<file path="src/hw/rtl/psda_pkg.sv">
package psda_pkg;

  localparam int unsigned PixW = 16;
  localparam int unsigned CordSteps = 23;
  localparam int unsigned ZW = 26;

  typedef enum logic [1:0] {
    MODE_ANGLE = 2'd0,
    MODE_STOKES = 2'd1,
    MODE_POLAR = 2'd2,
    MODE_NONE = 2'd3
  } mode_t;

  // arctangent table in 2^-16 degree
  function automatic logic [ZW-1:0] atan_deg(input logic [4:0] i);
    logic [ZW-1:0] v;
    case (i)
      5'd0: v = 26'd2949120;
      5'd1: v = 26'd1740967;
      5'd2: v = 26'd919879;
      5'd3: v = 26'd466945;
      5'd4: v = 26'd234379;
      5'd5: v = 26'd117304;
      5'd6: v = 26'd58666;
      5'd7: v = 26'd29335;
      5'd8: v = 26'd14668;
      5'd9: v = 26'd7334;
      5'd10: v = 26'd3667;
      5'd11: v = 26'd1833;
      5'd12: v = 26'd917;
      5'd13: v = 26'd458;
      5'd14: v = 26'd229;
      5'd15: v = 26'd115;
      5'd16: v = 26'd57;
      5'd17: v = 26'd29;
      5'd18: v = 26'd14;
      5'd19: v = 26'd7;
      5'd20: v = 26'd4;
      5'd21: v = 26'd2;
      5'd22: v = 26'd1;
      default: v = '0;
    endcase
    return v;
  endfunction

endpackage

</file>
<file path="src/hw/rtl/psda_cordic_cell.sv">
// one CORDIC vectoring step, registered, moves with the pipeline enable
module psda_cordic_cell
  import psda_pkg::*;
#(
  parameter int unsigned STEP = 0,
  parameter int unsigned XW = 44
) (
  input  logic                 clk,
  input  logic                 en,
  input  logic signed [XW-1:0] x_i,
  input  logic signed [XW-1:0] y_i,
  input  logic signed [ZW:0]   z_i,
  output logic signed [XW-1:0] x_o,
  output logic signed [XW-1:0] y_o,
  output logic signed [ZW:0]   z_o
);
  logic signed [XW-1:0] x_nxt, y_nxt;
  logic signed [ZW:0] z_nxt, ang;

  // rotate toward the x axis
  always_comb begin
    ang = signed'({1'b0, atan_deg(5'(STEP))});
    if (y_i > 0) begin
      x_nxt = x_i + (y_i >>> STEP);
      y_nxt = y_i - (x_i >>> STEP);
      z_nxt = z_i + ang;
    end else begin
      x_nxt = x_i - (y_i >>> STEP);
      y_nxt = y_i + (x_i >>> STEP);
      z_nxt = z_i - ang;
    end
  end

  always_ff @(posedge clk) begin
    if (en) begin
      x_o <= x_nxt;
      y_o <= y_nxt;
      z_o <= z_nxt;
    end
  end
endmodule

</file>
<file path="config.mk">
export PLATFORM = sky130hd
export DESIGN_NAME = psda_cordic_cell
export DESIGN_NICKNAME = d
export VERILOG_FILES = /design/src/hw/rtl/psda_pkg.sv /design/src/hw/rtl/psda_cordic_cell.sv
export SDC_FILE = /design/constraint.sdc
export NUM_CORES = 1
export LEC_CHECK = 0
export ABC_AREA = 1
export BUFFER_PORTS_ARGS = -buffer_cell sky130_fd_sc_hd__clkbuf_2
export CAP_MARGIN = 40
export CORE_UTILIZATION = 56
export CTS_CLUSTER_SIZE = 14
export DETAILED_ROUTE_END_ITERATION = 8
export GPL_ROUTABILITY_DRIVEN = 0
export PLACE_DENSITY = 0.79
export REMOVE_ABC_BUFFERS = 1
export SLEW_MARGIN = 15
export SYNTH_ARGS = -nofsm -noshare
export SYNTH_HDL_FRONTEND = slang
export SYNTH_SLANG_ARGS = --single-unit
</file>
<file path="constraint.sdc">
create_clock -name clk -period 7.5 [get_ports clk]
set_input_delay 1.125 -clock clk [delete_from_list [all_inputs] [get_ports clk]]
set_output_delay 1.125 -clock clk [all_outputs]
set_load 0.02 [all_outputs]
</file>
Word level (Yosys, flattened, before mapping)
Cells that the tools add are included.
{"block": "word_totals", "reg_bits": 115, "inputBits": 117, "output_inout_bits": 115, "word_cells": 12}
{"block": "op_classes", "addsub": 5, "order_cmp": 1, "muxes": 3}
{"op": "$mux W44", "count": 2}
{"op": "$sub A44 B44 Y44", "count": 2}
{"op": "$add A44 B44 Y44", "count": 1}
{"op": "$gt A44 B1 Y1 const B", "count": 1}
{"op": "$add A27 B23 Y27 const B", "count": 1}
{"op": "$mux W27", "count": 1}
{"op": "$sub A27 B23 Y27 const B", "count": 1}

Logic depth before layout (Yosys ltp)
{"block": "logic_depth", "depth_word": 2, "mapped_depth": 17, "mapped_depth_nobuf": 16}

Worst setup path before layout
Ideal clock, no wire load.
{"block": "synth_timing", "path_kind": "input-to-reg", "start": "in y_i[9]", "end": "reg z_o[23], data pin", "setup_time_ps": 257, "t_arrival_ps": 3128, "required_ps": 7243, "path_slack_ps": 4116, "stages": 15, "path_buffers": 1, "path_cell_list": "inv_1 -> nand3_1 -> nor3_1 -> nand2_1 -> nor2_1 -> nand2_1 -> nand2_1 -> inv_2 -> buf_1 -> ha_1 -> inv_1 -> nor3_1 -> a21oi_1 -> o211a_1 -> xor2_1"}
{"block": "synth_between", "elab_chain_cells": 2}
{"item": "start: declaration", "line": "psda_cordic_cell.sv:11", "source": "input logic signed [XW-1:0] y_i,"}
{"item": "$gt A44 B1 Y1", "line": "psda_cordic_cell.sv:23", "source": "if (y_i > 0) begin"}
{"item": "$mux W27", "line": "psda_cordic_cell.sv:23"}
{"item": "via z_nxt[23]", "line": "psda_cordic_cell.sv:18", "source": "logic signed [ZW:0] z_nxt, ang;"}
{"item": "end signal: assignment", "line": "psda_cordic_cell.sv:38", "source": "z_o <= z_nxt;"}
{"item": "end: declaration", "line": "psda_cordic_cell.sv:15", "source": "output logic signed [ZW:0] z_o"}
The timed path passes the listed nets, and every way through them passes these cells.
A chain may end at the register's enable or synchronous reset.

Final worst setup path
{"block": "layout_timing", "start": "in y_i[42]", "end": "reg z_o[23], data pin"}
The elaborated chain is that of the path after synthesis.

==> impl_metrics.json <==
{
  "status": "completed",
  "via_per_inst": 5.680,
  "power_w": 0.002908,
  "crit_family": "simple AND/OR/NAND/NOR gates",
  "cts_made_buffers": 17,
  "synth_area_leader_cell": "nand2_1",
  "crit_fanout": 56,
  "place_area_mm2": 0.01657,
  "cp-start-kind": "input port",
  "p_int_w": 0.001642,
  "htreeDepth": 4,
  "fp.dieH_um": 167.4,
  "ir_worst_vdd_mv": 0.1232,
  "final-setup-viol-count": 0,
  "design_area_mm2": 0.01716,
  "worstSetupEndpointType": "register",
  "grt_pass1_vias": 16370,
  "dieArea_mm2": 0.02804,
  "path_cells": "clkbuf_2 > inv_1 > nand3_1 > nor3_1 > nand2_1 > nor2_1 > nand2_1 > nand2_4 > buf_12 > inv_2 > ha_1 > nand2_1 > o21ai_0 > a21oi_1 > o211a_1 > xor2_1",
  "io_pins": 232,
  "post-route-drc-count": 0,
  "grt_start_max_net_pins": 82,
  "drive_gt1_share_pct": 13.47,
  "initial_core_util_pct": 57.03,
  "netlist_area_mm2": 0.01533,
  "max_stage_delay_ns": 0.45,
  "crit_buf_inv": 4,
  "grt_overflow_total": 0,
  "cts_tree": "yes",
  "die_x_um": 167.4,
  "port_buffers": 231,
  "seqPwrFrac_pct": 28.8,
  "core_area_mm2": 0.02688,
  "clk_pin_slew_ns": 0.07,
  "crit_required_ns": 7.70,
  "clockBufferDepth": 2,
  "syn2layout_area_growth_pct": 11.96,
  "post-route-period-util_pct": 55.98,
  "dr.pass1.iters": 7,
  "cts.sinks": 114,
  "synth-edff-count": 114,
  "crit_top_cell": "nand2_1",
  "hold_buffers": 0,
  "cts_resized": 0,
  "yosysTopAreaCellShare_pct": 22.55,
  "final_antenna_net_count": 0,
  "slew_headroom_pct": 56.72,
  "synthCells": 2545,
  "pwr_density_cell_mw_per_mm2": 169.5,
  "hold_violations": 0,
  "routedWlPerCell_um": 17.61,
  "p_sw_w": 0.001266,
  "hp-class": "input port to register",
  "cap_violations": 0,
  "avgSynthCellArea_um2": 6.023,
  "synth-seq-cells": 114,
  "worst_path_max_delay_cell": "nand2_4",
  "fmax_mhz": 238.2,
  "antenna_found_initial": 2,
  "power.leakage_nw": 9.636,
  "synth_flop_cell": "edfxtp_1",
  "dr.first_iter.drc_count": 2254,
  "post-dp-hpwl_um": 43890,
  "swShare_pct": 43.55,
  "grt_pass1_wl_um": 83430,
  "synth.distinct_cells": 44,
  "vias": 17590,
  "p_clk_share_pct": 28.2,
  "period_needed_ns": 4.198,
  "synth_area_leaders": "nand2_1 23%, edfxtp_1 22%, ha_1 11%",
  "cts_post_setup_buffers_inserted": 0,
  "tightest_slew_ns": 0.6493,
  "cts-root-buf": "clkbuf_16",
  "yosys_warnings": 0,
  "cp.arrival_ns": 4.40,
  "fin_nets": 3000,
  "setup_tns_ns": 0,
  "gr-usage-all-layers_pct": 38.62,
  "rows": 60,
  "combinationalPowerShare_pct": 43.0,
  "wl_um": 54550,
  "rsz0062_at_grt": "false",
  "fill_cells": 2544,
  "ys_seq_area_share_pct": 22.33,
  "ys_async_sr_fraction_pct": 0,
  "slew_viol_final": 0,
  "critPathKind": "input port to register"
}
## layer usage
metal / track usage [%] / wire length (µm) / up-vias
met1: 46.53 / 20560 / 7782
met3: 8.107 / 6159 / 326
met5: 0 / 17 / -
li1: - / - / 8283
met4: 27.72 / 4314 / 2
met2: 61.36 / 23510 / 1199
## power groups by stage
stage | Sequential (W) | Combinational (W) | Clock [W]
2_1_floorplan | 0.000965 | 0.000684 | 0
3_3_place_gp | 0.000853 | 0.00117 | 0
3_5_place_dp | 0.000852 | 0.00119 | 0
4_1_cts | 0.000840 | 0.00120 | 0.000819
5_1_grt | 0.000846 | 0.00135 | 0.000848
6_report | 0.000838 | 0.00125 | 0.000820
## final timing paths
check / startpoint / endpoint / slack [ns] / cells past startpoint
setup / recovery: y_i[42] / z_o[23]$_DFFE_PP_ / 3.30 / 16
hold / removal: z_i[6] / z_o[6]$_DFFE_PP_ / 0.86 / 1
## flip-flops by register name (all words and copies together) (netlist names)
name / flops
x_o: 44
y_o: 43
z_o: 27
## cells in the mapped netlist, types with 2 or more instances
| cell | count |
|---|---|
| nand2_1 | 921 |
| inv_1 | 454 |
| nand3_1 | 216 |
| nor2_1 | 205 |
| ha_1 | 138 |
| a21oi_1 | 115 |
| edfxtp_1 | 114 |
| o21ai_0 | 58 |
| xor2_1 | 42 |
| buf_4 | 38 |
| nor2_2 | 35 |
| o21bai_1 | 28 |
| nand4_1 | 23 |
| o21ai_1 | 23 |
| nand2_2 | 19 |
| inv_2 | 16 |
| buf_2 | 11 |
| nor3_1 | 10 |
| a21oi_2 | 7 |
| o21ai_2 | 7 |
| nand3_2 | 6 |
| nand3b_1 | 6 |
| and2_1 | 5 |
| nor4_1 | 5 |
| buf_6 | 4 |
| clkbuf_1 | 4 |
| fa_1 | 4 |
| nor3_2 | 4 |
| or2_2 | 4 |
| xnor2_1 | 4 |
| buf_1 | 3 |
| a21o_1 | 2 |
| nor2_4 | 2 |
| o21a_1 | 2 |
## cell type report
cell class,instances,area (µm²),area share (%)
Clock inverter,15,133.9,0.7801
Sequential cell,114,3423,19.95
Inverter,470,1764,10.28
Clock buffer,17,425.4,2.479
Tap cell,341,426.7,2.486
Timing Repair Buffer,237,1246,7.262
Antenna cell,2,5.005,0.02916
Multi-Input combinational cell,1901,9737,56.74
## cell families after synthesis
family | count (synthesis) | synth area share, %
compound gates | 248 | 9.134
buf+inv | 530 | 14.19
simple gates | 1465 | 39.92
xor+xnor | 46 | 2.628
fa+ha+maj | 142 | 11.79
flops | 114 | 22.33
## stage by stage
stage          hold slack [ns]  worst slack (ns)  cells  utilization [%]
5_1_grt                 0.8519             3.124   3095            63.84
3_5_place_dp             1.304             2.736   3061            61.66
3_3_place_gp             1.303             2.721   3059            61.49
6_report                0.8564             3.302   3097            63.85
4_1_cts                 0.8565             3.197   3093            63.74
2_1_floorplan            1.224             1.784   2485                -
## layout by cell type (no fill, tap or decap), types with 3 or more instances in the layout
| cell | instances |
|---|---|
| a21oi_1 | 115 |
| a21oi_2 | 7 |
| and2_1 | 5 |
| buf_4 | 3 |
| clkbuf_16 | 17 |
| clkbuf_2 | 231 |
| clkinv_4 | 3 |
| clkinvlp_4 | 5 |
| edfxtp_1 | 114 |
| fa_1 | 4 |
| ha_1 | 138 |
| inv_1 | 454 |
| inv_2 | 16 |
| inv_6 | 3 |
| nand2_1 | 920 |
| nand2_2 | 19 |
| nand3_1 | 216 |
| nand3_2 | 6 |
| nand3b_1 | 6 |
| nand4_1 | 23 |
| nor2_1 | 205 |
| nor2_2 | 35 |
| nor3_1 | 10 |
| nor3_2 | 4 |
| nor4_1 | 5 |
| o21ai_0 | 58 |
| o21ai_1 | 23 |
| o21ai_2 | 7 |
| o21bai_1 | 28 |
| or2_2 | 4 |
| xnor2_1 | 4 |
| xor2_1 | 42 |
Note: power is estimated with default switching activity, not from simulation.
