[src/hw/rtl/psda_div_cell.sv]
// one restoring division bit, registered
module psda_div_cell #(
  parameter int unsigned NW = 64,
  parameter int unsigned DW = 18
) (
  input  logic          clk,
  input  logic          en,
  input  logic [NW-1:0] num_i,
  input  logic [DW:0]   rem_i,
  input  logic [DW-1:0] den_i,
  output logic [NW-1:0] num_o,
  output logic [DW:0]   rem_o,
  output logic [DW-1:0] den_o
);
  logic [DW+1:0] sh;
  logic [DW:0] rem_nxt;

  always_comb begin
    sh = {rem_i, num_i[NW-1]};
    if (sh >= {2'b0, den_i}) rem_nxt = (DW+1)'(sh - {2'b0, den_i});
    else rem_nxt = sh[DW:0];
  end

  always_ff @(posedge clk) begin
    if (en) begin
      num_o <= {num_i[NW-2:0], (sh >= {2'b0, den_i})};
      rem_o <= rem_nxt;
      den_o <= den_i;
    end
  end
endmodule

[config.mk]
export PLATFORM = sky130hd
export DESIGN_NAME = psda_div_cell
export DESIGN_NICKNAME = d
export VERILOG_FILES = /design/src/hw/rtl/psda_div_cell.sv
export SDC_FILE = /design/constraint.sdc
export NUM_CORES = 1
export LEC_CHECK = 0
export BUFFER_PORTS_ARGS = -buffer_cell sky130_fd_sc_hd__clkbuf_2
export CAP_MARGIN = 0
export CORE_ASPECT_RATIO = 2
export CORE_MARGIN = 5
export CORE_UTILIZATION = 25
export CTS_BUF_LIST = sky130_fd_sc_hd__clkbuf_2
export DETAILED_ROUTE_END_ITERATION = 8
export PLACE_DENSITY = 0.52
export SYNTH_ARGS = -nofsm -noshare
export SYNTH_HDL_FRONTEND = slang
export SYNTH_SLANG_ARGS = --single-unit
[constraint.sdc]
create_clock -name clk -period 4.7 [get_ports clk]
set_input_delay 0.94 -clock clk [delete_from_list [all_inputs] [get_ports clk]]
set_output_delay 0.94 -clock clk [all_outputs]
set_load 0.05 [all_outputs]
# Word-level counts from Yosys, hierarchy flattened
# Cells that the tools add are included.
[classes]
muxes = 1
n_lt_le_gt_ge = 1
add_sub_neg = 1
[op_table]
columns = ["op", "n"]
rows = [
  ["greater-or-equal comparator 20 x 18 -> 1 bit", 1],
  ["2-to-1 mux 19 bit", 1],
  ["subtractor 19 x 18 -> 19 bit", 1],
]
[totals]
wordCells = 6
inputBits = 103
out_inout_bits = 101
reg_bits = 101

# Depth between registers and ports, before layout
# Gate-level depths: netlist (run 1).
[logic_depth]
depth_word = 2
ltp_mapped = 11
depth_no_buf = 10

# Least setup slack after synthesis (run 1)
# Ideal clock, no wire load.
[synth_path]
kind = "in2reg"
startpoint = "input port num_i[63]"
endpoint = "register rem_o[18] (data pin)"
path_stages = 10
path_buffers = 0
t_required_ns = 4.438
setup_time_ns = 0.262
t_arrival_ns = 2.811
slack_ns = 1.626
path_cell_list = "inv_1 ha_1 fa_1 nand2b_1 a21oi_1 o21ai_1 o41a_1 nor3_2 nor3_2 xor2_1"
[synth_via]
elab_chain_len = 2
elab_cells_between_ends = 3
classes_between = "add/sub (1); order compare (1); mux (1)"
[synth_rtl]
columns = ["element", "line", "text"]
rows = [
  ["from (decl)", "8", "input logic [NW-1:0] num_i,"],
  ["subtractor 19 x 18 -> 19 bit or greater-or-equal comparator 20 x 18 -> 1 bit (tied branches)", "20", "if (sh >= {2'b0, den_i}) rem_nxt = (DW+1)'(sh - {2'b0, den_i});"],
  ["2-to-1 mux 19 bit *", "20", ""],
  ["via rem_nxt[18]", "16", "logic [DW:0] rem_nxt;"],
  ["to (signal assigned)", "27", "rem_o <= rem_nxt;"],
  ["to (decl)", "12", "output logic [DW:0] rem_o,"],
]
# Mark *: on every way through the listed nets, which the timed path passes. The rest lies on a longest branch.
# A chain may end at the register's enable or synchronous reset.

# Worst setup path in the final report (run 1)
[layout_path]
startpoint = "input port num_i[63]"
endpoint = "register rem_o[6] (data pin)"
# The elaborated chain is that of the path after synthesis.

==> run summary, run 1 <==
1st-pass router iterations -> 4
Synth Cell Area -> 4240 sq um
Row count -> 67
Seq/Total Area, Yosys -> 71.6%
Max-cap violation count -> 0
Total grt overflow -> 0
Synthesis Warnings -> 0
CTS Root Cell -> clkbuf_2
Max Transition Viols Final -> 0
ANT nets after route -> 0
Hold-fix buffers, CTS -> 0
I/O pins -> 204
Post-CTS Setup Inserts -> 0
Slew HR -> 39.5%
Total die area -> 19800 sq um
Initial antenna violation count -> 2
Top cells by count, synth -> edfxtp_1 (101), nand2_1 (29), inv_1 (24), o21ai_0 (23), ha_1 (18)
WL per Instance -> 16.0 microns
Max IR drop VDD -> 0.000107 V
Mean Syn Cell Area -> 15.0 sq um
Die Span Y -> 194 microns
Drt initial violations -> 68
Num Clock Sinks -> 101
Synthesis-stage register bit count -> 101
PortBufs -> 203
Largest family of logic cells by synthesized area -> compound AO/OA/AOI/OAI gates
TritonCTS Buffers -> 9
CTS resizes -> 0
Mux share of post-synthesis cell area -> 0.768%
Main flop type after synthesis -> edfxtp_1
WS Path Type -> in -> reg
Most common cell in the netlist -> edfxtp_1
Synthesized Nets -> 405
Bufs on Longest Clock Path -> 2
Vias in the first global route -> 3193
Hold Worst Slack -> 0.494 ns
Crit Path Max Fanout -> 35
Pleak -> 0.00244 uW
Complex-gate fraction of the synthesized area -> 9.07%
Post-Syn Instances -> 283
Share of cells above drive strength 1 -> 45.7%
Overall routing resource usage -> 11.4%
Routability cong. -> 0.788
Measured slew at the worst slew-check pin -> 0.904 ns
Area leader, netlist -> edfxtp_1
Synth area leaders -> edfxtp_1 (72%), ha_1 (5.3%), o21ai_0 (2.7%), nand2_1 (2.6%), inv_1 (2.1%)
Synth Area in XOR/XNOR -> 3.52%
Core area -> 16700 sq um
Synth Area in Simple Gates -> 5.79%
Post-synth top area share -> 71.6%
Kind of end point of the critical path -> flop
H-Tree Depth -> 3
Async set or reset register ratio after synthesis -> 0%
Fin crit period -> 3.02 ns
Met1 Wirelength -> 3.55 mm
Setup TNS -> 0 ns
Largest net degree at the start of global routing -> 71
Worst path arrival time -> 3.42 ns
Final Hold Viols -> 0
Total number of vias -> 2981
Clock transition at path regs -> 0.26 ns
EDFF count, synth -> 101
P per Cell Area -> 382 nW/um^2
RSZ-0062 raised after global routing -> false
Yosys cell types -> 42
Routed Wire Length -> 11.3 mm
CP Data Required Time -> 5.09 ns
First-pass GRT wire length -> 16.8 mm
DR WL met2 -> 6.62 mm
Critical path launch point type -> input port
TritonCTS clock tree -> yes
Status -> finished, final reports clean
Final setup fails -> 0
Initial Util -> 25.4%
Highest routed layer -> met4
Vias per cell -> 4.24
FMAX -> 0.331 GHz
Nets -> 613
Worst min-delay path category -> in -> reg
Remaining DRCs -> 0
Area growth, synth to finish -> 31.7%
Post-synthesis adder-cell area fraction -> 5.79%
WL met3 -> 778 microns
DIE WIDTH -> 102 microns
Detailed Place HPWL -> 9.09 mm
Tcrit/Tclk final -> 64.3%
Filler cells -> 1718
==> report_power, final <==
part           internal [uW]  switching, uW  total [uW]  leakage (uW)
clock                    119            289         408     0.0000605
combinational            150            458         608       0.00139
sequential              1090           20.8        1110      0.000988
==> flip-flops by register name (all words and copies together), names as in the netlist <==
signal and count:
num_o 64, rem_o 19, den_o 18
==> layout by cell type (no fill, tap or decap), types with 2 or more instances in the layout <==
cell / n
clkbuf_2: 211
nand2_1: 29
nor2b_1: 2
nand2b_1: 2
ha_1: 18
nor3_2: 3
nand3_1: 5
mux2_2: 2
clkinvlp_4: 2
diode_2: 2
buf_4: 2
xor2_1: 9
xnor2_1: 8
nand4_1: 2
inv_1: 24
edfxtp_1: 101
a21o_1: 2
a211oi_1: 2
nor2_1: 6
a21oi_1: 17
o21ai_0: 23
==> worst paths after layout <==
check | cells after the start | from | endpoint
worst max-delay path | 10 | num_i[63] | rem_o[6]
worst min-delay path | 1 | num_i[13] | num_o[14]
==> layout make-up <==
type | instances | area [sq um] | area share, %
Multi-Input combinational cell | 151 | 1060 | 18.9
Inverter | 24 | 90.1 | 1.62
Clock buffer | 9 | 45.0 | 0.808
Sequential cell | 101 | 3030 | 54.4
Tap cell | 207 | 259 | 4.64
Clock inverter | 5 | 62.6 | 1.12
Antenna cell | 2 | 5.00 | 0.0897
Timing Repair Buffer | 204 | 1030 | 18.4
==> stage by stage <==
step	setup slack [ns]	instance area, sq um	instances	utilization (%)	total power (uW)
after floorplan	1.63	4240	283	-	1570
after global placement	0.996	5460	687	32.8	1750
after detailed placement	0.987	5460	687	32.8	1750
after CTS	1.72	5570	701	33.4	2170
after global routing	1.52	5580	703	33.4	2250
final	1.68	5580	703	33.4	2130
==> per-layer routing <==
metal,vias to the layer above,global-route usage [%]
li1,1458,-
met1,1394,10.2
met2,112,22.1
met3,17,3.53
met4,0,5.16
met5,-,0
==> critical path: stages <==
cell and delay [ns]:
clkbuf_2 0.08, inv_1 0.06, ha_1 0.18, fa_1 0.21
nand2b_1 0.13, a21oi_1 0.09, o21ai_1 0.38, o21ai_2 0.13
a41oi_4 0.79, mux2_2 0.41
==> cells by family (layout without fill, tap and decap cells) <==
| kind of cell | after synthesis | in the layout |
|---|---|---|
| AO/OA/AOI/OAI | 60 | 60 |
| XOR/XNOR | 17 | 17 |
| adder cells (fa/ha/maj) | 19 | 19 |
| buffers and inverters | 31 | 242 |
| flip-flops | 101 | 101 |
| multiplexers | 3 | 3 |
| other | 0 | 2 |
| AND/OR/NAND/NOR | 52 | 52 |
Note: power is estimated with default switching activity, not from simulation.
==> run 2, diff against run 1 <==
==> constraint.sdc (replaced) <==
create_clock -name clk -period 2.9 [get_ports clk]
set_input_delay 0.58 -clock clk [delete_from_list [all_inputs] [get_ports clk]]
set_output_delay 0.58 -clock clk [all_outputs]
set_load 0.05 [all_outputs]
==> run 2 against run 1 <==
Non-clock buffer count grew 16. Sequential share of layout area is 1.3 points lower. Worst hold slack worse by 0.35 ns. Clock power is 71% higher. Design area grew 2.5%. Critical path type unchanged. Count of clock-buffer cells in the layout did not move. Utilization is 0.84 points higher.
==> run summary, run 2 (same netlist as run 1, synthesis figures left out) <==
Status -> finished, final reports clean
CP Data Required Time -> 3.28 ns (-1.81 ns)
Final Hold Viols -> 0 (unchanged)
Row count -> 67 (unchanged)
Combinational Power Share -> 29.0% (+0.4 points)
Cell Chain, Critical Path -> clkbuf_2 -> inv_1 -> ha_1 -> fa_1 -> nand2b_1 -> a21oi_1 -> o21ai_1 -> o21ai_2 -> a41oi_4 -> buf_4 -> nand2_1 -> o21ai_0
Initial antenna violation count -> 1 (-1)
Num Clock Sinks -> 101 (unchanged)
First-pass GRT wire length -> 17.8 mm (+5.8%)
Sw frac -> 36.4% (+0.38 points)
Nets -> 629 (+2.6%)
Final setup fails -> 0 (unchanged)
Area growth, synth to finish -> 35.0%
Worst path arrival time -> 2.76 ns (-0.66 ns)
Setup TNS -> 0 ns (unchanged)
TritonCTS clock tree -> yes
Clock power frac -> 19.7% (+0.5 points)
Total number of vias -> 3041 (+2.0%)
Most frequent cells in the layout -> clkbuf_2 (211), edfxtp_1 (101), nand2_1 (29)
Hold Worst Slack -> 0.141 ns (-0.353 ns)
Crit Path Max Fanout -> 11 (-69%)
CTS Root Cell -> clkbuf_2
Tcrit/Tclk final -> 81.9%
Max Transition Viols Final -> 0 (unchanged)
Total die area -> 19800 sq um (unchanged)
Initial Util -> 25.4% (unchanged)
P per Cell Area -> 616 nW/um^2 (+61%)
Setup ws final -> 0.523 ns (-1.15 ns)
Biggest register -> num_o
RSZ-0062 raised after global routing -> false
Hold path cells -> 1 (unchanged)
Critical path launch point type -> input port
Total grt overflow -> 0 (unchanged)
Slew HR -> 64.6% (+25 points)
CP max stage cell -> fa_1
Fin crit period -> 2.38 ns
Share of cells above drive strength 1 -> 47.3% (+1.5 points)
H-Tree Depth -> 3 (unchanged)
Post-CTS Setup Inserts -> 0 (unchanged)
Measured slew at the worst slew-check pin -> 0.531 ns (-0.373 ns)
1st-pass router iterations -> 4 (unchanged)
Routed Wire Length -> 11.7 mm (+3.8%)
WL per Instance -> 16.3 microns (+1.4%)
ANT nets after route -> 0 (unchanged)
Largest net degree at the start of global routing -> 48 (-32%)
Clock transition at path regs -> 0.28 ns (+0.02 ns)
Power Internal -> 2240 uW (+65%)
DIE WIDTH -> 102 microns (unchanged)
CTS resizes -> 0 (unchanged)
PortBufs -> 203 (unchanged)
Sequential share of power -> 51.3% (-1.0 points)
FMAX -> 0.421 GHz
Drt initial violations -> 101 (+49%)
Max IR drop VDD -> 0.000189 V (+77%)
Die Span Y -> 194 microns (unchanged)
Crit path largest cell delay -> 0.41 ns (-0.38 ns)
Core area -> 16700 sq um (unchanged)
Remaining DRCs -> 0 (unchanged)
Pleak -> 0.00253 uW (+3.9%)
Setup WS pre-CTS -> -0.159 ns (-1.15 ns)
Bufs on Longest Clock Path -> 2 (unchanged)
Biggest regs -> num_o x64, rem_o x19, den_o x18
Hold-fix buffers, CTS -> 0 (unchanged)
Kind of end point of the critical path -> flop
Sw power -> 1280 uW (+67%)
WS Path Type -> in -> reg
Vias in the first global route -> 3331 (+4.3%)
Vias per cell -> 4.22 (-0.40%)
Worst min-delay path category -> in -> reg
I/O pins -> 204 (unchanged)
Detailed Place HPWL -> 9.61 mm (+5.6%)
Filler cells -> 1723 (+0.29%)
TritonCTS Buffers -> 9 (unchanged)
Routability cong. -> 0.774 (-1.8%)
Leading cell type in the layout, fill and taps excluded -> clkbuf_2
Overall routing resource usage -> 11.9% (+0.53 points)
Max reg flops -> 64 (unchanged)
Max-cap violation count -> 0 (unchanged)
[run 2: power groups by stage]
stage / Clock [uW] / Sequential [uW] / Combinational [uW]
global placement: 0 / 1840 / 1030
floorplan: 0 / 2330 / 219
finish: 696 / 1810 / 1020
CTS: 744 / 1810 / 1040
detailed placement: 0 / 1840 / 1040
global route: 800 / 1820 / 1090
[run 2: final timing paths]
path / startpoint / end
worst min-delay path: num_i[11] / num_o[12]
worst max-delay path: num_i[63] / rem_o[4]
[run 2: layout make-up]
cell class | instances | area (sq um) | area share (%)
clock inverter | 7 | 72.6 | 1.27
antenna | 1 | 2.50 | 0.0438
sequential | 101 | 3030 | 53.1
clock buffer | 9 | 45.0 | 0.788
timing repair buffer | 220 | 1160 | 20.3
inverter | 24 | 90.1 | 1.58
tap | 207 | 259 | 4.53
multi-input combinational | 151 | 1060 | 18.5
[run 2: critical path, delay by kind of cell]
kind | cells | cell delay, ns
AO/OA/AOI/OAI | 5 | 0.88
adder cells (fa/ha/maj) | 2 | 0.64
buffers and inverters | 3 | 0.39
AND/OR/NAND/NOR | 2 | 0.26
[run 2: through the flow]
step / instance area (sq um) / power [uW] / utilization, % / cells
after CTS: 5710 / 3590 / 34.3 / 719
after global routing: 5720 / 3710 / 34.3 / 720
final: 5720 / 3520 / 34.3 / 720
after detailed placement: 5600 / 2880 / 33.5 / 703
after floorplan: 4240 / 2550 / - / 283
after global placement: 5600 / 2870 / 33.5 / 703
[run 2: routing by layer]
metal  vias up  GRT usage [%]  routed length (microns)
met2        94           23.3                     6950
met3         9           2.88                      763
met5         -              0                        0
met1      1444           11.2                     3770
met4         0           5.06                      221
li1       1494              -                        -
