$ cat config.mk
export PLATFORM = sky130hd
export DESIGN_NAME = psda_sqrt_cell
export DESIGN_NICKNAME = d
export VERILOG_FILES = /design/src/hw/rtl/psda_sqrt_cell.sv
export SDC_FILE = /design/constraint.sdc
export NUM_CORES = 1
export LEC_CHECK = 0
export ABC_AREA = 1
export ABC_CLOCK_PERIOD_IN_PS = 6300
export BUFFER_PORTS_ARGS = -buffer_cell sky130_fd_sc_hd__buf_2
export CELL_PAD_IN_SITES_DETAIL_PLACEMENT = 0
export CELL_PAD_IN_SITES_GLOBAL_PLACEMENT = 1
export CORE_MARGIN = 4
export CORE_UTILIZATION = 41
export DETAILED_ROUTE_END_ITERATION = 10
export PLACE_DENSITY = 0.94
export SLEW_MARGIN = 20
export SYNTH_ARGS = -nofsm -noshare
export SYNTH_HDL_FRONTEND = slang
export SYNTH_SLANG_ARGS = --single-unit
$ cat constraint.sdc
create_clock -name clk -period 6.3 [get_ports clk]
set_input_delay 1.26 -clock clk [delete_from_list [all_inputs] [get_ports clk]]
set_output_delay 1.26 -clock clk [all_outputs]
set_load 0.03 [all_outputs]
$ cat src/hw/rtl/psda_sqrt_cell.sv
// one restoring square root digit, registered
module psda_sqrt_cell #(
  parameter int unsigned BIT = 0,
  parameter int unsigned RW = 38,
  parameter int unsigned QW = 19
) (
  input  logic          clk,
  input  logic          en,
  input  logic [RW-1:0] rem_i,
  input  logic [QW-1:0] q_i,
  output logic [RW-1:0] rem_o,
  output logic [QW-1:0] q_o
);
  logic [RW+1:0] trial;
  logic [RW-1:0] rem_nxt;
  logic [QW-1:0] q_nxt;

  // try setting this bit of the root
  always_comb begin
    trial = ({2'b0, q_i} << (BIT + 1)) + ((RW+2)'(1) << (2 * BIT));
    if (trial <= {2'b0, rem_i}) begin
      rem_nxt = rem_i - trial[RW-1:0];
      q_nxt = q_i | (QW'(1) << BIT);
    end else begin
      rem_nxt = rem_i;
      q_nxt = q_i;
    end
  end

  always_ff @(posedge clk) begin
    if (en) begin
      rem_o <= rem_nxt;
      q_o <= q_nxt;
    end
  end
endmodule

Word level (Yosys, flattened, before mapping)
Index checks and enable logic that the tools add are counted.
{"block": "op_classes", "add_sub_neg": 2, "order_cmp": 1, "muxes": 1}
{"op": "<= comparator 21 x 38 -> 1 bit", "n": 1}
{"op": "2-to-1 mux 38 bit", "n": 1}
{"op": "subtractor 38 x 21 -> 38 bit", "n": 1}
{"op": "adder 20 x 1 -> 21 bit (second input constant)", "n": 1}
{"block": "totals", "regBits": 57, "out_inout_bits": 57}

Depth between registers and ports, before layout
Gate-level depths: netlist (run 1).
{"block": "logic_depth", "ltp_word": 3, "ltp_mapped": 15, "depth_no_buf": 15}

Least setup slack after synthesis (run 1)
Ideal clock, no wire load.
{"block": "synth_path", "path_kind": "input -> register", "startpoint": "input port rem_i[1]", "endpoint": "register rem_o[20], data pin", "t_arrival_ns": 2.681, "required_time_ns": 6.048, "path_slack_ns": 3.367, "path_stages": 14, "path_buffers": 0, "path_cell_list": "inv_1 fa_1 inv_1 nand3_1 nand3_1 nand2_1 nand2_1 nand2_1 nand2_1 nand2_1 nand2_1 nor2_8 nand2_1 nand2_1"}
{"block": "synth_between", "elab_chain_len": 2}
{"item": "start: declaration", "line_no": "9", "rtl": "input logic [RW-1:0] rem_i,"}
{"item": "subtractor 38 x 21 -> 38 bit / <= comparator 21 x 38 -> 1 bit (equally long branches)", "line_no": "22, 21"}
{"item": "2-to-1 mux 38 bit *", "line_no": "21", "rtl": "if (trial <= {2'b0, rem_i}) begin"}
{"item": "net rem_nxt[20]", "line_no": "15", "rtl": "logic [RW-1:0] rem_nxt;"}
{"item": "end signal: assignment", "line_no": "32", "rtl": "rem_o <= rem_nxt;"}
{"item": "end: declaration", "line_no": "11", "rtl": "output logic [RW-1:0] rem_o,"}
The timed path passes the listed nets; every way through them passes the cells marked *.
A chain may end at the register's enable or synchronous reset.

Worst setup path in the final report (run 1)
{"block": "layout_path", "startpoint": "input port rem_i[17]", "endpoint": "register rem_o[11], data pin"}
{"block": "layout_between", "elab_chain_len": 2}
{"item": "<= comparator 21 x 38 -> 1 bit", "line_no": "21"}
{"item": "2-to-1 mux 38 bit", "line_no": "21"}
{"item": "net rem_nxt[11]", "line_no": "15"}
The timed path passes the listed nets, and every way through them passes these cells.

==> metrics.csv, run 1 <==
metric,value,unit
outcome,"complete, no violations",
clock_path_buffers,2,
post-synth-top-area-cell,edfxtp_1,
syn_area,4310,um2
critPathSlowestCell,nor2_4,
combPwrFrac,0.300,
worstSetupPathType,primary input to flip-flop,
firstDrtPassIters,5,
synth-edff-count,57,
drive_above_1_share,0.214,
p_sw,411,uW
synthFlopType,edfxtp_1,
cts_root_buf,clkbuf_8,
crit_arrival,3.59,ns
cts.htree.levels,3,
yosys_register_bits,57,
dp_hpwl,10300,um
layout.nets,800,
first_iter_violations,177,
tightest_slew,0.752,ns
port_buffers,115,
setup.worst_path.end_class,flip-flop,
crit_required,6.39,ns
worst_hold_slack,1.08,ns
swShare,0.353,
post_synth_inst_count,597,
routed_wl,12500,um
synth_fp_nets,677,
p_clk_frac,0.289,
cap_violations,0,
cts_tree,yes,
clock_sinks,57,
path_cells,buf_2 > ha_1 > a21oi_1 > nand2_1 > a21oi_2 > nand3_2 > nor2_4 > buf_4 > o21ai_0,
maxSlewViolCount,0,
die-area,12200,um2
yosys.area.top_type_share,0.397,
diodes,0,
cts_resized,0,
leakage,2.56,nW
yosysWarnings,0,
syn_area_per_cell,7.22,um2
viasPerCell,4.74,
setup-tns-final,0,ns
slew_headroom,0.499,
netlist_top_cells_area,"edfxtp_1 40%, nand2_1 19%, inv_1 8.8%, ha_1 5.8%, nor2_1 4.8%",
wire_per_inst,14.5,um
die_x,111,um
ir_worst_vdd,105,uV
critPathLaunchType,primary input,
post_cts_buffers,0,
p_int,753,uW
die_h,111,um
synth_common_cells,"215 x nand2_1, 101 x inv_1, 57 x edfxtp_1, 55 x nor2_1, 35 x nand3_1",
critPathMaxFanout,33,
yosysSeqAreaShare,0.397,
synthArstFlopShare,0,
ctsHoldBuffers,0,
post-route-period-util,0.556,
grt-ovfl-total,0,
io_pins,116,
clock.fmax,285,MHz
std_cell_rows,37,
ant_nets,0,
p_per_area,223,nW/um2
grt_pass1_vias,4173,
hp-class,primary input to flip-flop,
antenna_found_initial,0,
coreArea,10300,um2
track_usage,0.210,
ys_types,32,
cpPeakStageDelay,0.51,ns
area_delta_synth_final,21.0,%
fin_crit,3.50,ns
hold_violations,0,
p_seq_frac,0.411,
via_count,4081,
rsz0062_at_grt,no,
grt_pass1_wl,20600,um
cts_buffers,9,
route.detailed.drc,0,
setup_viol,0,
gp_congestion,0.913,
grt_max_degree,58,
initial_core_util,0.419,
clk_pin_slew,0.07,ns
synth_most_common_cell,nand2_1,
[per-stage QoR]
| step | setup WS (ns) | util | area, um2 | power (mW) | cells |
|---|---|---|---|---|---|
| finish | 2.80 | 0.507 | 5210 | 1.16 | 861 |
| global route | 2.62 | 0.507 | 5210 | 1.24 | 861 |
| CTS | 2.83 | 0.507 | 5210 | 1.18 | 861 |
| detailed placement | 2.45 | 0.489 | 5030 | 0.838 | 845 |
| global placement | 2.55 | 0.489 | 5030 | 0.833 | 845 |
| floorplan | 3.37 | - | 4310 | 0.723 | 597 |
[final timing paths]
| check | end | slack (ns) | depth (start not counted) | from |
|---|---|---|---|---|
| worst min-delay path | q_o[18] | 1.08 | 1 | q_i[18] |
| worst max-delay path | rem_o[11] | 2.80 | 9 | rem_i[17] |
[cell type report]
cell class / instances / area (um2)
fill: 1083 / 5060
tap: 136 / 170
sequential: 57 / 1710
clock inverter: 7 / 61.3
clock buffer: 9 / 124
multi-input combinational: 430 / 2160
timing repair buffer: 117 / 591
inverter: 105 / 394
[state kept, by name (all words and copies together), names as in the netlist]
signal  count
rem_o      38
q_o        19
[power groups by stage]
stage | Sequential [mW] | Combinational, mW | Clock [mW]
after floorplan | 0.574 | 0.149 | 0
after global placement | 0.485 | 0.348 | 0
after detailed placement | 0.487 | 0.351 | 0
after CTS | 0.479 | 0.352 | 0.345
after global routing | 0.482 | 0.384 | 0.372
final | 0.478 | 0.350 | 0.336
[layer usage]
| metal | up-vias | track usage | share of wire |
|---|---|---|---|
| met3 | 14 | 0.0542 | 0.051 |
| met2 | 110 | 0.340 | 0.46 |
| met5 | - | 0 | 0 |
| li1 | 2138 | - | - |
| met1 | 1819 | 0.277 | 0.47 |
| met4 | 0 | 0.0608 | 0.018 |
[critical path, delay by kind of cell]
kind | cells | cell delay [ns]
adder cells (fa/ha/maj) | 1 | 0.36
buffers and inverters | 2 | 0.53
AO/OA/AOI/OAI | 3 | 0.64
AND/OR/NAND/NOR | 3 | 0.78
[cell usage in the layout, fill, tap and decap left out, types with 2 or more instances in the layout]
| cell | netlist | layout |
|---|---|---|
| a21oi_1 | 24 | 24 |
| buf_2 | 2 | 115 |
| buf_4 | 1 | 2 |
| clkbuf_8 | 0 | 9 |
| clkinv_1 | 0 | 3 |
| clkinvlp_4 | 0 | 2 |
| edfxtp_1 | 57 | 57 |
| ha_1 | 20 | 20 |
| inv_1 | 101 | 101 |
| inv_2 | 4 | 4 |
| nand2_1 | 215 | 215 |
| nand2_2 | 6 | 6 |
| nand3_1 | 35 | 35 |
| nand3_2 | 4 | 4 |
| nand4_1 | 4 | 4 |
| nor2_1 | 55 | 55 |
| nor2_2 | 3 | 3 |
| nor2_4 | 3 | 3 |
| nor3_1 | 5 | 5 |
| nor3_2 | 2 | 2 |
| nor4_1 | 3 | 3 |
| o21ai_0 | 18 | 18 |
| o21ai_1 | 5 | 5 |
| o21bai_1 | 2 | 2 |
| xnor2_1 | 14 | 14 |
| xor2_1 | 4 | 4 |
[kinds of logic (layout without fill, tap and decap cells)]
family | Yosys count | in the layout | share of synthesized area
simple gates | 337 | 337 | 0.333
buf+inv | 110 | 238 | 0.101
flops | 57 | 57 | 0.397
compound gates | 53 | 53 | 0.0656
fa+ha+maj | 21 | 21 | 0.0627
xor+xnor | 19 | 19 | 0.0404
No activity file was read; power rests on OpenSTA's default activity.
==> run 2: changes to the inputs <==
--- a/config.mk
+++ b/config.mk
@@ -6,14 +6,14 @@
 export NUM_CORES = 1
 export LEC_CHECK = 0
 export ABC_AREA = 1
-export ABC_CLOCK_PERIOD_IN_PS = 6300
+export ABC_CLOCK_PERIOD_IN_PS = 3600
 export BUFFER_PORTS_ARGS = -buffer_cell sky130_fd_sc_hd__buf_2
 export CELL_PAD_IN_SITES_DETAIL_PLACEMENT = 0
 export CELL_PAD_IN_SITES_GLOBAL_PLACEMENT = 1
 export CORE_MARGIN = 4
-export CORE_UTILIZATION = 41
+export CORE_UTILIZATION = 38
 export DETAILED_ROUTE_END_ITERATION = 10
-export PLACE_DENSITY = 0.94
+export PLACE_DENSITY = 0.88
 export SLEW_MARGIN = 20
 export SYNTH_ARGS = -nofsm -noshare
 export SYNTH_HDL_FRONTEND = slang
==> constraint.sdc (replaced) <==
create_clock -name clk -period 3.6 [get_ports clk]
set_input_delay 0.72 -clock clk [delete_from_list [all_inputs] [get_ports clk]]
set_output_delay 0.72 -clock clk [all_outputs]
set_load 0.03 [all_outputs]
==> run 2 against run 1 <==
Effect of this change:
- cell count is 0.46% higher
- power increased by 96%
- global-route usage shrank 0.63 points
- cell area rose by 2.2%
- critical endpoint is now rem_o[28]
- largest cell class unchanged
- highest routed layer unchanged
==> metrics.csv, run 2 (synthesized netlist as in run 1, its figures left out) <==
metric,value,unit
outcome,"complete, no violations",
layout_commonest_cell,nand2_1,
setup_viol,0,
track_usage,0.204,
critPathLaunchType,primary input,
critPathMaxFanout,4,
cts_tree,yes,
gp_congestion,0.869,
p_sw,751,uW
port_buffers,115,
dp_hpwl,10800,um
cts_resized,0,
routed_wl,13100,um
cts_root_buf,clkbuf_16,
layout.nets,801,
rsz0062_at_grt,no,
swShare,0.329,
clock.fmax,388,MHz
grt_pass1_vias,4193,
top_regs,"rem_o: 38 flops, q_o: 19 flops",
crit_required,3.68,ns
p_clk_frac,0.362,
setup.worst_path.end_class,flip-flop,
tightest_slew,1.04,ns
hold_violations,0,
die_x,114,um
post_cts_buffers,0,
cap_violations,0,
route.detailed.drc,0,
largest_reg_flops,38,
worstSetupPathType,primary input to flip-flop,
initial_core_util,0.392,
diodes,0,
p_seq_frac,0.368,
ctsHoldBuffers,0,
maxSlewViolCount,0,
crit_arrival,2.65,ns
p_per_area,429,nW/um2
io_pins,116,
p_int,1.53,mW
ir_worst_vdd,202,uV
drive_above_1_share,0.214,
clk_pin_slew,0.05,ns
cts_buffers,9,
ant_nets,0,
via_count,4101,
wire_per_inst,15.2,um
fin_crit,2.58,ns
grt-ovfl-total,0,
fillCellCount,1137,
coreArea,11000,um2
power,2.28,mW
leakage,2.61,nW
viasPerCell,4.74,
largest_register,rem_o,
clock_path_buffers,2,
die-area,13100,um2
area_delta_synth_final,23.7,%
combPwrFrac,0.270,
grt_max_degree,50,
firstDrtPassIters,4,
layout_common_cells,"215 x nand2_1, 115 x buf_2, 101 x inv_1, 57 x edfxtp_1, 55 x nor2_1",
clock_sinks,57,
post-route-period-util,0.716,
std_cell_rows,38,
grt_pass1_wl,20600,um
whs_path_depth,1,
hp-class,primary input to flip-flop,
slew_headroom,0.305,
cts.htree.levels,3,
setup-tns-final,0,ns
first_iter_violations,208,
antenna_found_initial,0,
die_h,114,um
-- run 2: cell type report --
| class | instances | area, um2 | share of cell area |
|---|---|---|---|
| multi-input combinational | 430 | 2160 | 0.406 |
| sequential | 57 | 1710 | 0.321 |
| timing repair buffer | 118 | 611 | 0.115 |
| inverter | 105 | 394 | 0.0739 |
| clock buffer | 10 | 229 | 0.0430 |
| tap | 140 | 175 | 0.0329 |
| clock inverter | 5 | 47.5 | 0.00892 |
-- run 2: metrics by stage --
step	std cells	utilization	cell area, um2	hold slack, ns	worst slack [ns]
floorplan	597	-	4310	0.819	1.21
global placement	850	0.460	5050	0.913	0.704
detailed placement	850	0.460	5050	0.914	0.681
CTS	865	0.485	5330	0.569	1.01
global route	865	0.485	5330	0.572	0.790
finish	865	0.485	5330	0.577	1.02
-- run 2: power by group through the flow --
stage / combinational (mW) / sequential, mW / clock, mW
6_report: 0.618 / 0.840 / 0.827
5_1_grt: 0.677 / 0.847 / 0.868
4_1_cts: 0.623 / 0.842 / 0.840
3_5_place_dp: 0.620 / 0.854 / 0
3_3_place_gp: 0.616 / 0.849 / 0
2_1_floorplan: 0.261 / 1.00 / 0
-- run 2: critical path, stage by stage --
cell     delay [ns]
buf_2          0.14
inv_1          0.10
fa_1           0.42
inv_1          0.16
nand3_1        0.09
nand3_1        0.17
nand2_1        0.07
nand2_1        0.13
nand2_1        0.06
nand2_1        0.10
nand2_1        0.12
nand2_1        0.20
nor2_8         0.07
nand3_2        0.05
nand2_1        0.06
-- run 2: per-layer routing --
metal,wire [um],GRT usage
met2,6270,0.338
met5,0,0
met4,129,0.0523
met1,6060,0.274
met3,673,0.0370
-- run 2: worst paths after layout --
path	from	endpoint	slack, ns
max	rem_i[0]	rem_o[28]	1.02
min	q_i[8]	q_o[8]	0.58
==> run 3: changes to the inputs <==
--- a/config.mk
+++ b/config.mk
@@ -5,15 +5,15 @@
 export SDC_FILE = /design/constraint.sdc
 export NUM_CORES = 1
 export LEC_CHECK = 0
-export ABC_AREA = 1
-export ABC_CLOCK_PERIOD_IN_PS = 3600
+export ABC_AREA = 0
+export ABC_CLOCK_PERIOD_IN_PS = 2300
 export BUFFER_PORTS_ARGS = -buffer_cell sky130_fd_sc_hd__buf_2
 export CELL_PAD_IN_SITES_DETAIL_PLACEMENT = 0
 export CELL_PAD_IN_SITES_GLOBAL_PLACEMENT = 1
 export CORE_MARGIN = 4
-export CORE_UTILIZATION = 38
+export CORE_UTILIZATION = 35
 export DETAILED_ROUTE_END_ITERATION = 10
-export PLACE_DENSITY = 0.88
+export PLACE_DENSITY = 0.83
 export SLEW_MARGIN = 20
 export SYNTH_ARGS = -nofsm -noshare
 export SYNTH_HDL_FRONTEND = slang
==> constraint.sdc (replaced) <==
create_clock -name clk -period 2.3 [get_ports clk]
set_input_delay 0.46 -clock clk [delete_from_list [all_inputs] [get_ports clk]]
set_output_delay 0.46 -clock clk [all_outputs]
set_load 0.03 [all_outputs]
==> run 3 against run 2 <==
Effect of this change:
- synthesized cell count shrank 45%
- the run now ends with negative setup slack left
- critical endpoint is now rem_o[25]
- sequential power grew 56%
- combinational power grew 91%
- cell count shrank 20%
==> metrics.csv, run 3 <==
metric,value,unit
worstSetupPathType,primary input to flip-flop,
cts_tree,yes,
whs_path_depth,1,
path_cells,buf_8 > ha_4 > buf_4 > buf_4 > a21o_1 > a21o_1 > a21o_1 > a32o_1 > a211o_1 > buf_12 > nor3b_4 > xor2_1,
cts.htree.levels,3,
rsz0062_at_grt,yes,
ant_nets,0,
layout.nets,631,
gp_congestion,0.854,
yosysWarnings,0,
min_from,q_i[18],
grt-ovfl-total,0,
p_per_area,594,nW/um2
clk_pin_slew,0.07,ns
track_usage,0.182,
clock_sinks,57,
synth_common_cells,"57 x edfxtp_1, 31 x nand2_1, 24 x xor2_1, 23 x inv_1, 20 x ha_1",
maxSlewViolCount,0,
yosys_register_bits,57,
synth-edff-count,57,
p_int,2.52,mW
coreArea,9820,um2
combPwrFrac,0.325,
cts_root_buf,clkbuf_8,
setup_viol,38,
netlist_top_cells_area,"edfxtp_1 48%, ha_1 7.0%, xor2_1 5.9%, nand2_1 3.3%, inv_1 2.4%",
layout_common_cells,"106 x buf_2, 90 x buf_4, 57 x edfxtp_1, 24 x xor2_1, 19 x nand2_1",
synthFlopType,edfxtp_1,
cpMostUsedCell,a21o_1,
p_sw,1.12,mW
via_count,3425,
crit_arrival,2.59,ns
hold_violations,0,
largest_reg_flops,38,
ys_types,56,
cp.depth,12,
io_pins,116,
clock_path_buffers,2,
die_x,109,um
tightest_slew,0.462,ns
syn_area_per_cell,10.8,um2
routed_wl,10500,um
area_delta_synth_final,71.8,%
ir_worst_vdd,292,uV
clock.fmax,402,MHz
slew_headroom,0.689,
firstDrtPassIters,4,
p_seq_frac,0.360,
worst_hold_slack,0.284,ns
first_iter_violations,123,
fin_crit,2.49,ns
wire_per_inst,15.2,um
setup.worst_path.end_class,flip-flop,
regArea,1710,um2
die-area,11800,um2
ctsHoldBuffers,0,
fin_ws,-0.186,ns
post-route-period-util,1.08,
layout_commonest_cell,buf_2,
initial_core_util,0.362,
synth_fp_nets,410,
outcome,"complete, but fails checks",
post_synth_inst_count,330,
crit_buf_inv,4,
syn_area,3560,um2
fillCellCount,792,
critPathMaxFanout,9,
drive_above_1_share,0.588,
setup-tns-final,-3.75,ns
post-synth-top-area-cell,edfxtp_1,
grt_pass1_vias,3550,
std_cell_rows,36,
violations,negative setup slack,
critPathSlowestCell,a211o_1,
antenna_found_initial,1,
leakage,2.68,nW
cap_violations,0,
yosysSeqAreaShare,0.481,
path_delay_family,compound AO/OA/AOI/OAI gates,
cpPeakStageDelay,0.32,ns
swShare,0.307,
synth_most_common_cell,edfxtp_1,
grt_pass1_wl,16700,um
yosys.area.top_type_share,0.481,
die_h,109,um
largest_register,rem_o,
fin_util,0.622,
dp_hpwl,7580,um
dp_slack,-0.753,ns
route.detailed.drc,0,
viasPerCell,4.96,
critPathLaunchType,primary input,
grt_max_degree,58,
hold_path_end,q_o[18],
hp-class,primary input to flip-flop,
synthArstFlopShare,0,
top_regs,"rem_o: 38 flops, q_o: 19 flops",
port_buffers,115,
cts_buffers,9,
multiInputGateArea,2270,um2
crit_required,2.40,ns
p_clk_frac,0.315,
==> run 3: timing repair <==
| action | CTS | global route |
|---|---|---|
| pin swaps | 18 | 18 |
| buffers inserted | 13 | 5 |
| gates resized for setup | 67 | 51 |
| gates cloned | 4 | 0 |
| setup endpoints to repair | 39 | 39 |
==> run 3: metrics by stage <==
stage	area, um2	instances	power (mW)
final	6110	690	3.63
after global placement	5180	654	2.36
after CTS	5900	687	3.61
after floorplan	3840	330	1.95
after detailed placement	5180	654	2.38
after global routing	6110	690	3.81
==> run 3: how the worst max path moves through the flow <==
stage               startpoint         to  slack [ns]
CTS                     q_i[7]  rem_o[25]       -0.19
finish               rem_i[16]  rem_o[25]       -0.19
global placement       q_i[16]  rem_o[25]       -0.67
global route           q_i[16]  rem_o[25]       -0.28
detailed placement     q_i[16]  rem_o[25]       -0.75
floorplan              q_i[16]  rem_o[25]       -0.44
==> run 3: cell families after synthesis <==
group,synth area share
adders and majority gates,0.0760
DFF,0.481
buffers and inverters,0.0461
xor gates and xnor gates,0.0813
muxes,0.00317
and+or+nand+nor,0.163
AOI/OAI and AO/OA,0.149
==> run 3: routing by layer <==
layer / GRT usage / vias up / routed length, um
li1: - / 1683 / -
met4: 0.0676 / 0 / 198
met5: 0 / - / 0
met2: 0.318 / 79 / 5420
met3: 0.0456 / 14 / 502
met1: 0.215 / 1649 / 4380
==> run 3: final cells by class <==
class,count,share of cell area
Multi-Input combinational cell,238,0.371
Sequential cell,57,0.280
Timing Repair Buffer,222,0.264
Tap cell,133,0.0272
Clock buffer,9,0.0203
Clock inverter,7,0.0194
Inverter,23,0.0174
Antenna cell,1,0.000409
==> run 3: power by group through the flow <==
stage | Clock [mW] | Combinational [mW] | Sequential, mW
2_1_floorplan | 0 | 0.377 | 1.57
3_3_place_gp | 0 | 1.03 | 1.33
3_5_place_dp | 0 | 1.04 | 1.33
4_1_cts | 1.18 | 1.12 | 1.31
5_1_grt | 1.22 | 1.27 | 1.32
6_report | 1.14 | 1.18 | 1.31
